### src/rtl/h2r_pkg.sv
// ----------------------------------------------------------------------------
// h2r_pkg
// Types, constants and helpers for the HSV to RGB converter.
// ----------------------------------------------------------------------------
package h2r_pkg;

    localparam int LEVEL_W = 8;
    localparam int HUE6_W  = 11;
    localparam int PROD_W  = 16;
    localparam int NUM_W   = 24;
    localparam int RECIP_W = 17;

    typedef logic [LEVEL_W-1:0] level_t;
    typedef logic [PROD_W-1:0]  prod_t;
    typedef logic [NUM_W-1:0]   num_t;

    localparam level_t              LEVEL_MAX  = 8'd255;
    localparam logic [HUE6_W-1:0]   SPAN_1     = 11'd255;
    localparam logic [HUE6_W-1:0]   SPAN_2     = 11'd510;
    localparam logic [HUE6_W-1:0]   SPAN_3     = 11'd765;
    localparam logic [HUE6_W-1:0]   SPAN_4     = 11'd1020;
    localparam logic [HUE6_W-1:0]   SPAN_5     = 11'd1275;
    localparam logic [HUE6_W-1:0]   SPAN_6     = 11'd1530;
    // floor(2^24 / 255), under-estimates x/255 by less than one
    localparam logic [RECIP_W-1:0]  RECIP_255  = 17'h10101;

    typedef enum logic [2:0] {
        SEC_RED_YEL = 3'd0,
        SEC_YEL_GRN = 3'd1,
        SEC_GRN_CYN = 3'd2,
        SEC_CYN_BLU = 3'd3,
        SEC_BLU_MAG = 3'd4,
        SEC_MAG_RED = 3'd5
    } sector_t;

    // floor(x / 255), exact for x <= 65025
    function automatic level_t div255_small(input prod_t x);
        logic [PROD_W:0] sum;
        sum = {1'b0, x} + {{(PROD_W-LEVEL_W+1){1'b0}}, x[PROD_W-1:LEVEL_W]} + 17'd1;
        return sum[PROD_W-1:LEVEL_W];
    endfunction

endpackage

### src/rtl/hsv_to_rgb_converter.sv
// ----------------------------------------------------------------------------
// hsv_to_rgb_converter
// Six-stage pipelined 8-bit HSV to RGB conversion, exact integer math.
// ----------------------------------------------------------------------------
//  port    dir  content (lsb first)
//  s_*     in   tdata: hue, saturation, brightness
//  m_*     out  tdata: red, green, blue
//
//  One request per cycle unless a stalled output has filled the pipeline.
//  Stages: sector split, products, mid numerator, reciprocal multiply,
//  quotient fix-up, final divide and channel mux.
//  Reset clears the stage valid bits only.
//  A stalled output holds; s_tready stays high while any stage has a bubble.
module hsv_to_rgb_converter
    import h2r_pkg::*;
(
    input  logic        clk,
    input  logic        rst_n,
    input  logic        s_tvalid,
    output logic        s_tready,
    input  logic [23:0] s_tdata,   // hue[7:0], saturation[15:8], brightness[23:16]
    output logic        m_tvalid,
    input  logic        m_tready,
    output logic [23:0] m_tdata    // red[7:0], green[15:8], blue[23:16]
);

    localparam int STAGES = 6;

    logic [STAGES:1] vld_reg;
    logic [STAGES:1] rdy;

    // stage 1
    sector_t sec1_reg;
    level_t  k1_reg, s1_reg, v1_reg;
    // stage 2
    sector_t sec2_reg;
    level_t  k2_reg, v2_reg;
    prod_t   a2_reg, b2_reg;
    // stage 3
    sector_t sec3_reg;
    level_t  v3_reg;
    prod_t   a3_reg;
    num_t    num3_reg;
    // stage 4
    sector_t sec4_reg;
    level_t  v4_reg, lo4_reg;
    prod_t   q4_reg;
    num_t    num4_reg;
    // stage 5
    sector_t sec5_reg;
    level_t  v5_reg, lo5_reg;
    prod_t   t5_reg;
    // stage 6
    level_t  red_reg, green_reg, blue_reg;

    always_comb
    begin
        rdy[STAGES] = !vld_reg[STAGES] || m_tready;
        for (int i = STAGES - 1; i >= 1; i--)
        begin
            rdy[i] = !vld_reg[i] || rdy[i+1];
        end
    end

    assign s_tready = rdy[1];
    assign m_tvalid = vld_reg[STAGES];
    assign m_tdata  = {blue_reg, green_reg, red_reg};

    always_ff @(posedge clk or negedge rst_n)
    begin
        if (!rst_n)
        begin
            vld_reg <= '0;
        end
        else
        begin
            if (rdy[1])
            begin
                vld_reg[1] <= s_tvalid;
            end
            for (int i = 2; i <= STAGES; i++)
            begin
                if (rdy[i])
                begin
                    vld_reg[i] <= vld_reg[i-1];
                end
            end
        end
    end

    // stage 1: sector and sector fraction
    level_t              hue_in;
    logic [HUE6_W-1:0]   hue6;
    logic [HUE6_W-1:0]   frac_full;
    sector_t             sec_next;
    level_t              frac;
    level_t              k_next;

    assign hue_in = s_tdata[7:0];
    assign hue6   = {1'b0, hue_in, 2'b00} + {2'b00, hue_in, 1'b0};

    always_comb
    begin
        priority if (hue6 >= SPAN_6)
        begin
            sec_next  = SEC_RED_YEL;
            frac_full = hue6 - SPAN_6;
        end
        else if (hue6 >= SPAN_5)
        begin
            sec_next  = SEC_MAG_RED;
            frac_full = hue6 - SPAN_5;
        end
        else if (hue6 >= SPAN_4)
        begin
            sec_next  = SEC_BLU_MAG;
            frac_full = hue6 - SPAN_4;
        end
        else if (hue6 >= SPAN_3)
        begin
            sec_next  = SEC_CYN_BLU;
            frac_full = hue6 - SPAN_3;
        end
        else if (hue6 >= SPAN_2)
        begin
            sec_next  = SEC_GRN_CYN;
            frac_full = hue6 - SPAN_2;
        end
        else if (hue6 >= SPAN_1)
        begin
            sec_next  = SEC_YEL_GRN;
            frac_full = hue6 - SPAN_1;
        end
        else
        begin
            sec_next  = SEC_RED_YEL;
            frac_full = hue6;
        end
    end

    assign frac   = frac_full[LEVEL_W-1:0];
    assign k_next = sec_next[0] ? (LEVEL_MAX - frac) : frac;

    always_ff @(posedge clk)
    begin
        if (rdy[1] && s_tvalid)
        begin
            sec1_reg <= sec_next;
            k1_reg   <= k_next;
            s1_reg   <= s_tdata[15:8];
            v1_reg   <= s_tdata[23:16];
        end
    end

    // stage 2: v*(255-s) and v*s
    always_ff @(posedge clk)
    begin
        if (rdy[2] && vld_reg[1])
        begin
            sec2_reg <= sec1_reg;
            k2_reg   <= k1_reg;
            v2_reg   <= v1_reg;
            a2_reg   <= {8'd0, v1_reg} * {8'd0, LEVEL_MAX - s1_reg};
            b2_reg   <= {8'd0, v1_reg} * {8'd0, s1_reg};
        end
    end

    // stage 3: 255*a + b*k
    num_t a2_x255;
    num_t bk2;

    assign a2_x255 = {a2_reg, 8'd0} - {8'd0, a2_reg};
    assign bk2     = {8'd0, b2_reg} * {16'd0, k2_reg};

    always_ff @(posedge clk)
    begin
        if (rdy[3] && vld_reg[2])
        begin
            sec3_reg <= sec2_reg;
            v3_reg   <= v2_reg;
            a3_reg   <= a2_reg;
            num3_reg <= a2_x255 + bk2;
        end
    end

    // stage 4: quotient estimate of num/255, min level
    logic [NUM_W+RECIP_W-1:0] recip_prod;

    assign recip_prod = {{RECIP_W{1'b0}}, num3_reg} * {{NUM_W{1'b0}}, RECIP_255};

    always_ff @(posedge clk)
    begin
        if (rdy[4] && vld_reg[3])
        begin
            sec4_reg <= sec3_reg;
            v4_reg   <= v3_reg;
            lo4_reg  <= div255_small(a3_reg);
            q4_reg   <= recip_prod[NUM_W+PROD_W-1:NUM_W];
            num4_reg <= num3_reg;
        end
    end

    // stage 5: estimate is low by at most one
    num_t q4_x255;
    num_t rem4;

    assign q4_x255 = {q4_reg, 8'd0} - {8'd0, q4_reg};
    assign rem4    = num4_reg - q4_x255;

    always_ff @(posedge clk)
    begin
        if (rdy[5] && vld_reg[4])
        begin
            sec5_reg <= sec4_reg;
            v5_reg   <= v4_reg;
            lo5_reg  <= lo4_reg;
            t5_reg   <= q4_reg + ((rem4 >= {16'd0, LEVEL_MAX}) ? 16'd1 : 16'd0);
        end
    end

    // stage 6: mid level and channel order
    level_t md5;
    level_t red_next, green_next, blue_next;

    assign md5 = div255_small(t5_reg);

    always_comb
    begin
        unique case (sec5_reg)
            SEC_RED_YEL:
            begin
                red_next = v5_reg;  green_next = md5;     blue_next = lo5_reg;
            end
            SEC_YEL_GRN:
            begin
                red_next = md5;     green_next = v5_reg;  blue_next = lo5_reg;
            end
            SEC_GRN_CYN:
            begin
                red_next = lo5_reg; green_next = v5_reg;  blue_next = md5;
            end
            SEC_CYN_BLU:
            begin
                red_next = lo5_reg; green_next = md5;     blue_next = v5_reg;
            end
            SEC_BLU_MAG:
            begin
                red_next = md5;     green_next = lo5_reg; blue_next = v5_reg;
            end
            default:
            begin
                red_next = v5_reg;  green_next = lo5_reg; blue_next = md5;
            end
        endcase
    end

    always_ff @(posedge clk)
    begin
        if (rdy[6] && vld_reg[5])
        begin
            red_reg   <= red_next;
            green_reg <= green_next;
            blue_reg  <= blue_next;
        end
    end

endmodule

### config.mk
export PLATFORM = sky130hd
export DESIGN_NAME = hsv_to_rgb_converter
export DESIGN_NICKNAME = d
export VERILOG_FILES = /design/src/rtl/h2r_pkg.sv /design/src/rtl/hsv_to_rgb_converter.sv
export SDC_FILE = /design/constraint.sdc
export NUM_CORES = 1
export LEC_CHECK = 0
export ABC_AREA = 1
export BUFFER_PORTS_ARGS = -buffer_cell sky130_fd_sc_hd__buf_2
export CAP_MARGIN = 40
export CORE_MARGIN = 4
export CORE_UTILIZATION = 66
export CTS_BUF_LIST = sky130_fd_sc_hd__clkbuf_4 sky130_fd_sc_hd__clkbuf_8 sky130_fd_sc_hd__clkbuf_16
export CTS_CLUSTER_DIAMETER = 200
export DETAILED_ROUTE_END_ITERATION = 10
export PLACE_DENSITY = 0.91
export SYNTH_ARGS = -nofsm -noshare
export SYNTH_HDL_FRONTEND = slang
export SYNTH_SLANG_ARGS = --single-unit
export TNS_END_PERCENT = 20
### constraint.sdc
create_clock -name clk -period 11.5 [get_ports clk]
set_input_delay 0 -clock clk [delete_from_list [all_inputs] [get_ports clk]]
set_output_delay 0 -clock clk [all_outputs]
set_load 0.03 [all_outputs]
-- After elaboration in Yosys (flattened, before gate mapping)
Index checks and enable logic that the tools add are counted.
- input bits: 28
- register bits: 253
- output and inout port bits: 26
- reductions and logical operators: 26
- add/subtract/negate cells: 18
- $lt $le $gt $ge: 7
- equal/unequal tests: 4
- multiply operators: 4
- mux-type cells: 17
- operators with widths (cell ; count):
    two-way mux 8 bit ; 7
    case mux 8 bit (2 select lines) ; 3
    subtractor 24 x 16 -> 24 bit ; 2
    subtractor 8 bit (second input constant) ; 6
    multiplier 24 x 17 -> 40 bit (second input constant) ; 1
    adder 16 x 1 -> 16 bit (second input constant) ; 2
    adder 16 x 8 -> 16 bit ; 2
    multiplier 8 x 8 -> 16 bit ; 2
    adder 24 bit ; 1
    >= comparator 24 x 8 -> 1 bit (second input constant) ; 1
    multiplier 16 x 8 -> 24 bit ; 1
    subtractor 24 bit ; 1
    >= comparator 11 x 10 -> 1 bit (second input constant) ; 2
    >= comparator 11 bit (second input constant) ; 2
    adder 16 x 1 -> 16 bit ; 1
    subtractor 8 bit (first input constant) ; 2
    OR reduction 2 bit ; 6
    adder 10 x 9 -> 11 bit ; 1
    >= comparator 11 x 8 -> 1 bit (second input constant) ; 1
    >= comparator 11 x 9 -> 1 bit (second input constant) ; 1
    == test 3 x 2 -> 1 bit (second input constant) ; 2
    logical AND 1 bit ; 6
    zero test 1 bit ; 6
    logical OR 1 bit ; 6
    other kinds (7) ; 11

-- Depth between registers and ports, before layout
- depth in word-level cells: 10
- gate-level depth with buffers: 29
- depth with buffers taken out: 29

-- Worst setup path before layout
Ideal clock, no wire load.
- path type: reg2reg
- from: register k2_reg[4]
- to: register num3_reg[18] (data pin)
- buffers on the path: 2
- stages on the path, launching flop included: 20
- arrival: 4.788 ns
- setup slack: 6.453 ns
- period minus slack after synthesis: 5.047 ns
- path through: edfxtp_1 clkbuf_1 clkbuf_1 nand2_1 inv_1 fa_1 fa_1 fa_1 fa_1 inv_1 fa_1 inv_1 ha_1 nand2_1 nor4_1 a21oi_1 o21ai_0 nand2_1 nand2_1 xor2_1
- longest elaborated chain between the ends: 2
- RTL lines (what ; RTL line ; source):
    from (decl) ; hsv_to_rgb_converter.sv:37 ; level_t k2_reg, v2_reg;
    from (signal assigned) ; hsv_to_rgb_converter.sv:161 ; k2_reg <= k1_reg;
    multiplier 16 x 8 -> 24 bit ; hsv_to_rgb_converter.sv:173 ; assign bk2 = {8'd0, b2_reg} * {16'd0, k2_reg};
    adder 24 bit ; hsv_to_rgb_converter.sv:182 ; num3_reg <= a2_x255 + bk2;
    to (signal assigned) ; hsv_to_rgb_converter.sv:182 ;
    to (decl) ; hsv_to_rgb_converter.sv:43 ; num_t num3_reg;
No other way between the ends.
A chain may end at the register's enable or synchronous reset.

-- Worst setup path in the final report
- from: register k2_reg[6]
- to: register num3_reg[18] (data pin)
The elaborated chain is that of the path after synthesis.

==> results.yml <==
outcome:
  outcome: "completed"
routing:
  drt_pass1_iterations: 6
  route.met2.wl_mm: 30.2
  wl_mm: 59.3
  dr_total_vias: 18600
  via_per_inst: 5.76
  drtIter0Drc: 1644
  met3_length_mm: 4.11
  drtAntennaViolNets: 0
  top_layer_used: "met4"
  route.detailed.drc: 0
  drt-wirelength-per-cell_um: 18.4
  m1WireLength_mm: 21.6
worst_setup_path:
  worstPathCellList: "nand2_1, inv_1, fa_1, fa_1, fa_1, fa_1, inv_1, fa_1, inv_1, ha_1, a21oi_1, o21ai_0, nand2_1, nand3_1, a21oi_1, o21ai_0, nand2_1, nand2_1, xor2_1"
  critical_path_required_ps: 11780
  worst-setup-path-type: "reg2reg"
  startpoint_type: "register"
  cpPeakStageDelay_ps: 740
  arrival_ps: 5750
  crit_fanout: 16
  crit_path_frequent_cell: "fa_1"
  crit_slowest_cell: "edfxtp_1"
  worstSetupEndpointType: "register"
clocking:
  clock_sinks: 250
  cts_setup_buffers: 0
  cts_tree: "yes"
  cts_hold_buf: 21
  clk_path_buf_depth: 3
  cts_root_buf: "clkbuf_16"
  cts_buffers: 26
  cts_resized: 0
  clock_latency_ps: 540
  htree_num_levels: 1
  cts.clk_slew.worst_paths_ps: 60
synth:
  netlist_instances: 2672
  synthMuxAreaShare_pct: 0
  synthAdderAreaFrac_pct: 31.5
  synth-xor-area-share_pct: 3.60
  synth_top_family_by_area: "adder cells"
  ys_top_cells_by_area: "edfxtp_1 (31%), fa_1 (16%), ha_1 (16%)"
  async_reset_ff_share_pct: 2.40
  ys_ff_latch: 250
  synth-compound-area-share_pct: 5.62
  synth_top_flop_cell: "edfxtp_1"
  yosys.area_share.simple_pct: 17.5
  synth_edf_count: 244
  ys_types: 52
  yosys_warnings: 0
  avgSynthCellArea_sq_um: 8.84
  netlist_area_sq_um: 23600
  netlist.area_leader.share_pct: 31.0
  synth_top_area_cell: "edfxtp_1"
  seq_area_frac_synth_pct: 31.7
finish:
  area_growth_pct: 7.85
  antenna_cells: 0
  largest_reg_flops: 24
  layout-drive-gt1-share_pct: 5.28
  fin_nets: 3254
global_routing:
  grt_start_max_net_pins: 60
  grt_pass1_vias: 19600
  antenna_found_initial: 0
  grt_pass1_wl_mm: 97.6
  grt_usage_pct: 31.0
  grt_overflow: 0
placed_design:
  place_congestion: 1.01
  pre_cts_ws_ps: 6040
  hpwl_mm: 44.3
  io_buffers: 53
min_path:
  min_path_type: "in2reg"
timing:
  finalCritPeriodShare_pct: 47.6
  setup_ws_ps: 6030
  finalSetupTns_ps: 0
  fin_crit_ps: 5470
  fin_skew_ps: 14.1
  hold-worst-slack_ps: 52.6
  finalHoldViolations: 0
  tightest_slew_ps: 813
  fmax_mhz: 183
  rsz0062_at_grt: "no"
  setup_viol: 0
  drv_slew: 0
  slew_headroom_pct: 45.6
floorplan:
  initial_core_util_pct: 66.7
  pin_count: 54
  die_h_um: 197
  core-area_sq_um: 35400
  die_width_um: 197
  rows: 69
  dieArea_sq_um: 38900
run:
  max_cap_violations: 0
## per-stage QoR
stage	instances	cell area, sq um	utilization, %
2_1_floorplan	2673	23600	-
3_3_place_gp	3153	24300	68.8
3_5_place_dp	3156	24400	69.0
4_1_cts	3224	25500	71.9
5_1_grt	3224	25500	71.9
6_report	3224	25500	71.9
## final timing paths
path	from	to	slack, ps	cells after the start
worst max-delay path	k2_reg[6]	num3_reg[18]	6030	19
worst min-delay path	s_tdata[2]	k1_reg[3]	50	5
worst max register to register	k2_reg[6]	num3_reg[18]	6030	19
worst min register to register	v4_reg[0]	v5_reg[0]	410	0
max in group asynchronous	rst_n	vld_reg[6]	10760	3
min in group asynchronous	rst_n	vld_reg[3]	460	3
## critical path, delay by kind of cell (launching register included)
kind	cells	cell delay (ps)
buf+inv	3	190
xor+xnor	1	150
fa+ha+maj	6	2880
simple gates	5	450
flops	1	740
compound gates	4	810
## layout make-up
cell class,count,area (sq um)
sequential,250,7480
clock buffer,28,666
multi-input combinational,1793,13800
clock inverter,19,179
fill,2415,9930
inverter,593,2230
timing repair buffer,80,568
tap,461,577
## kinds of logic (layout without fill, tap and decap cells)
logic type               Yosys count  count (layout)
AND/OR/NAND/NOR                  978             978
buffers and inverters            630             720
adder cells (fa/ha/maj)          482             482
flip-flops                       250             250
AO/OA/AOI/OAI                    233             233
XOR/XNOR                          97              97
other                              2               3
## cells in the final DEF, fill, tap and decap left out, types with 7 or more instances in the layout
master	count
nand2_1	606
inv_1	589
ha_1	295
edfxtp_1	244
fa_1	187
nor2_1	152
nand3_1	132
a21oi_1	113
xor2_1	71
o21ai_0	55
buf_2	53
xnor2_1	26
clkbuf_16	26
dlygate4sd3_1	21
nand4_1	20
nor3_1	14
a21o_1	12
a31oi_1	10
nand2_2	10
nand3b_1	8
nor4_1	8
a32oi_1	7
## routing by layer
metal | global-route usage [%] | vias up
met3 | 4.03 | 284
met2 | 55.2 | 912
met5 | 0 | -
met4 | 15.0 | 0
met1 | 37.2 | 8737
li1 | - | 8628
## Yosys cell counts (3+ instances only)
cell and n:
a21o_1 12, a21oi_1 113, a22oi_1 6, xor2_1 71, dfrtp_1 6, o21ai_0 55, edfxtp_1 244, nand3_2 3
nand2_2 10, xnor2_1 26, o211ai_1 4, clkbuf_1 34, nor2_4 3, o31ai_1 3, a32oi_1 7, nor3_1 14
nor2_1 155, nand4_1 20, inv_1 590, nand2_1 606, nand3_1 132, fa_1 187, nor2_2 5, o21bai_1 4
o21ai_1 6, nand3b_1 8, nor4_1 8, ha_1 295, a31oi_1 10, nand2_4 3, or2_2 3
Power is left out: the tool's default activity adds up to more than one toggle a clock period on the data nets, which glitch-free logic cannot reach.
